$ cat src/rtl/sai_pkg.sv
// sai_pkg: shared types and constants for the sorted table block
// field widths, operation and status codes, and the control bundle sent to the cells
// no dependencies
package sai_pkg;

  localparam int unsigned ValueW     = 32;
  localparam int unsigned PosW       = 10;
  localparam int unsigned SlotW      = 11;
  localparam int unsigned CountOutW  = 11;
  localparam int unsigned StatusW    = 2;
  localparam int unsigned InDataW    = 48;
  localparam int unsigned OutDataW   = 56;

  localparam int unsigned DefaultTableDepth = 1024;

  // operation kinds
  localparam logic KIND_INSERT = 1'b0;
  localparam logic KIND_REMOVE = 1'b1;

  // result status codes
  localparam logic [StatusW-1:0] STATUS_OK        = 2'd0;
  localparam logic [StatusW-1:0] STATUS_FULL      = 2'd1;
  localparam logic [StatusW-1:0] STATUS_OUT_RANGE = 2'd2;

  // operation broadcast to every cell of the row
  typedef struct packed {
    logic                     insert;
    logic                     remove;
    logic signed [ValueW-1:0] value;
  } cell_ctrl_t;

endpackage

$ cat src/rtl/sai_cell.sv
// sai_cell: one slot of the sorted row, holds a single entry
// compares its entry with the broadcast value and shifts with its neighbors
// depends on sai_pkg
module sai_cell #(
  parameter int unsigned Index  = 0,
  parameter int unsigned CountW = 11
) (
  input  logic                              clk_i,
  input  sai_pkg::cell_ctrl_t               ctrl_i,
  input  logic [CountW-1:0]                 count_i,
  input  logic [CountW-1:0]                 pos_i,
  input  logic                              prev_lt_i,
  input  logic signed [sai_pkg::ValueW-1:0] lower_entry_i,
  input  logic signed [sai_pkg::ValueW-1:0] upper_entry_i,
  output logic                              lt_o,
  output logic signed [sai_pkg::ValueW-1:0] entry_o
);
  import sai_pkg::*;

  logic signed [ValueW-1:0] entry_q, entry_d;
  logic                     held;

  // entry is live when its index is below the count
  assign held = CountW'(Index) < count_i;
  assign lt_o = held && (entry_q < ctrl_i.value);

  always_comb begin
    entry_d = entry_q;
    if (ctrl_i.insert && !lt_o) begin
      // first cell not below the value takes it, later ones take the lower neighbor
      entry_d = prev_lt_i ? ctrl_i.value : lower_entry_i;
    end else if (ctrl_i.remove && (CountW'(Index) >= pos_i)) begin
      entry_d = upper_entry_i;
    end
  end

  always_ff @(posedge clk_i) begin
    entry_q <= entry_d;
  end

  assign entry_o = entry_q;

endmodule
$ cat config.mk
export PLATFORM = sky130hd
export DESIGN_NAME = sai_cell
export DESIGN_NICKNAME = d
export VERILOG_FILES = /design/src/rtl/sai_pkg.sv /design/src/rtl/sai_cell.sv
export SDC_FILE = /design/constraint.sdc
export NUM_CORES = 1
export LEC_CHECK = 0
export BUFFER_PORTS_ARGS = -buffer_cell sky130_fd_sc_hd__clkbuf_2
export CAP_MARGIN = 25
export CORE_MARGIN = 4
export CORE_UTILIZATION = 49
export CTS_BUF_LIST = sky130_fd_sc_hd__clkbuf_4 sky130_fd_sc_hd__clkbuf_8
export DETAILED_ROUTE_END_ITERATION = 6
export PLACE_DENSITY = 0.95
export SETUP_SLACK_MARGIN = 0.5
export SLEW_MARGIN = 20
export SYNTH_ARGS = -nofsm -noshare
export SYNTH_HDL_FRONTEND = slang
export SYNTH_SLANG_ARGS = --single-unit
$ cat constraint.sdc
create_clock -name clk_i -period 5 [get_ports clk_i]
set_input_delay 0.75 -clock clk_i [delete_from_list [all_inputs] [get_ports clk_i]]
set_output_delay 0.75 -clock clk_i [all_outputs]
set_load 0.02 [all_outputs]
==> metrics.cfg <==
[outcome]
outcome = complete, no violations

[clock_network]
numCtsBuffers = 5
post-cts-setup-buffer-count = 0
cts-root-buf = clkbuf_8
holdBufCountCts = 0
clk_latency_ps = 280
cts_resized = 0
clk_pin_slew_ps = 60
cts_sinks = 32
cts_max_path_buffers = 2
h-tree-depth = 2
cts_tree = built

[synthesis]
synth_edf_count = 32
ys_seq_elements = 32
synth_fp_nets = 375
synth_common_cells = mux2_2 (60), edfxtp_1 (32), ha_1 (31), inv_1 (31), a21oi_1 (12)
yosysWarnings = 0
yosys.area.top_type = edfxtp_1
syn_avg_cell_area_um2 = 11.7
netlist_top_cells_area = edfxtp_1 (37%), mux2_2 (26%), ha_1 (15%)
synth_area_mm2 = 0.00259
synthCells = 222
ys_async_sr_fraction_pct = 0
synth_seq_area_share_pct = 37.0
yosysMostFrequentCell = mux2_2
synth_top_area_share_pct = 37.0
synth_ff_type = edfxtp_1
synth_cell_types = 31

[worst_setup_path]
cpPeakStageDelay_ps = 750
required_ps = 4900
cp.depth = 10
critPathTopFamily = compound AO/OA/AOI/OAI gates
r2r_cells = 8
worstPathArrival_ps = 3590
crit_fanout = 32
crit_end = entry_o[10]$_DFFE_PP_
crit_top_cell = nand4_1
critPathSlowestCell = a31o_2
startpoint = ctrl_i[31]
crit_type = primary input to register
endpoint_kind = register
start_kind = primary input
timing.reg2reg.setup_slack_ps = 1490
worst-path-buf-inv = 2
path_cells = clkbuf_2 -> inv_1 -> ha_1 -> nand4_1 -> nor4_1 -> nand4_1 -> a31oi_1 -> o21ai_2 -> a21boi_4 -> a31o_2
rr_endpoint = entry_o[10]$_DFFE_PP_
r2r_start = entry_o[31]$_DFFE_PP_

[sta]
finalCritPeriodShare_pct = 73.7
final-setup-viol-count = 0
tns_ps = 0
clock_skew_ps = 7.46
min_period_ps = 3680
worst_slew_pin_slew_ps = 845
slew_viol_final = 0
rsz0062_at_grt = no
hold_viol = 0
whs_ps = 761
fin_ws_ps = 1320
max_freq_mhz = 271
relSlewSlack_pct = 43.7

[cells_and_area]
fin_area_mm2 = 0.00348
drive_above_1_share_pct = 59.7
n_fill_cell = 418
areaGrowthSynthToFinish_pct = 34.2
fin_util_pct = 68.1
nNetsFinal = 530
largest_reg_flops = 32
instances_no_fill = 445
insertedDiodeCount = 0

[min_path]
hp-class = primary input to register

[pwr]
internal_power_mw = 0.592
p_per_area_mw_per_mm2 = 252
netSwitchingFraction_pct = 32.5
p_leak_nw = 1.75
power_mw = 0.877
power_frac_comb_pct = 37.7
vdd_drop_max_mv = 0.144
p_switching_mw = 0.285
p_clk_share_pct = 20.4
pwr-share-seq_pct = 41.9

[placed_design]
dp.cells = 440
gp_congestion = 0.802
dpl_worst_slack_ps = 988
port_buffers = 154
place_hpwl_mm = 6.01
placed_cell_area_mm2 = 0.00341

[drt]
drt_iter0_drc = 62
num_vias = 2293
wire_per_inst_um = 16.1
drt_wl_total_mm = 7.15
drc = 0
viasPerCell = 5.15
drt_first_pass_iters = 3
ant_nets = 0

[floorplanning]
die_x_um = 80.8
dieArea_mm2 = 0.00652
pin_count = 155
die_y_um = 80.8
initial_core_util_pct = 50.8
core_region_area_mm2 = 0.00511
fp-row-count = 26

[global_routing]
antenna_found_initial = 0
grt_pass1_vias = 2417
gr-total-overflow = 0
grt_max_degree = 33
grt.total_usage_pct = 21.6
grt_first_pass_wirelength_mm = 10.6

[run]
cap_violations = 0

[layer usage]
layer,vias up,track usage (%),part of all wire (%)
met5,-,0,0
met4,0,9.29,2.3
met3,17,4.32,6.8
met2,94,42.8,55
met1,1049,21.4,36
li1,1133,-,-
[worst min-delay path by stage]
stage,start,end,cells past startpoint
final,upper_entry_i[4],entry_o[4]$_DFFE_PP_,2
after global routing,upper_entry_i[25],entry_o[25]$_DFFE_PP_,2
after CTS,upper_entry_i[4],entry_o[4]$_DFFE_PP_,2
after detailed placement,upper_entry_i[4],entry_o[4]$_DFFE_PP_,2
after global placement,upper_entry_i[3],entry_o[3]$_DFFE_PP_,2
after floorplan,upper_entry_i[25],entry_o[25]$_DFFE_PP_,1
[cells by family (layout without fill, tap and decap cells)]
logic type               Yosys count  in the layout  synth area share (%)
AND/OR/NAND/NOR                   28             28                  6.17
buffers and inverters             38            191                  6.37
multiplexers                      64             64                  27.8
flip-flops                        32             32                  37.0
adder cells (fa/ha/maj)           31             31                  15.0
AO/OA/AOI/OAI                     29             29                  7.67
[placed cells by master (no fill, tap or decap), types with 2 or more instances in the layout]
| cell type | synthesis | layout |
|---|---|---|
| mux2_1 | 4 | 4 |
| edfxtp_1 | 32 | 32 |
| inv_1 | 31 | 31 |
| nand2b_1 | 2 | 2 |
| nand2_1 | 7 | 7 |
| clkbuf_8 | 0 | 5 |
| nor4_1 | 5 | 5 |
| nand4_1 | 4 | 4 |
| a21o_1 | 3 | 3 |
| a21oi_1 | 12 | 12 |
| ha_1 | 31 | 31 |
| clkbuf_2 | 0 | 154 |
| o21ai_0 | 5 | 5 |
| nand3_1 | 2 | 2 |
| and4_1 | 2 | 2 |
| mux2_2 | 60 | 60 |
[layout make-up]
class                           count  area [um^2]  share of cell area (%)
Sequential cell                    32          961                    27.6
Multi-Input combinational cell    152         1470                    42.2
Inverter                           31          116                    3.34
Timing Repair Buffer              155          778                    22.4
Tap cell                           70         87.6                    2.52
Clock buffer                        5         68.8                    1.98
[power by group through the flow]
stage / clock [mW] / sequential [mW] / combinational, mW
after floorplan: 0 / 0.410 / 0.171
after global placement: 0 / 0.369 / 0.320
after CTS: 0.183 / 0.367 / 0.334
after detailed placement: 0 / 0.373 / 0.333
after global routing: 0.194 / 0.370 / 0.365
final: 0.179 / 0.367 / 0.330
Power figures use the tool's default switching activity.
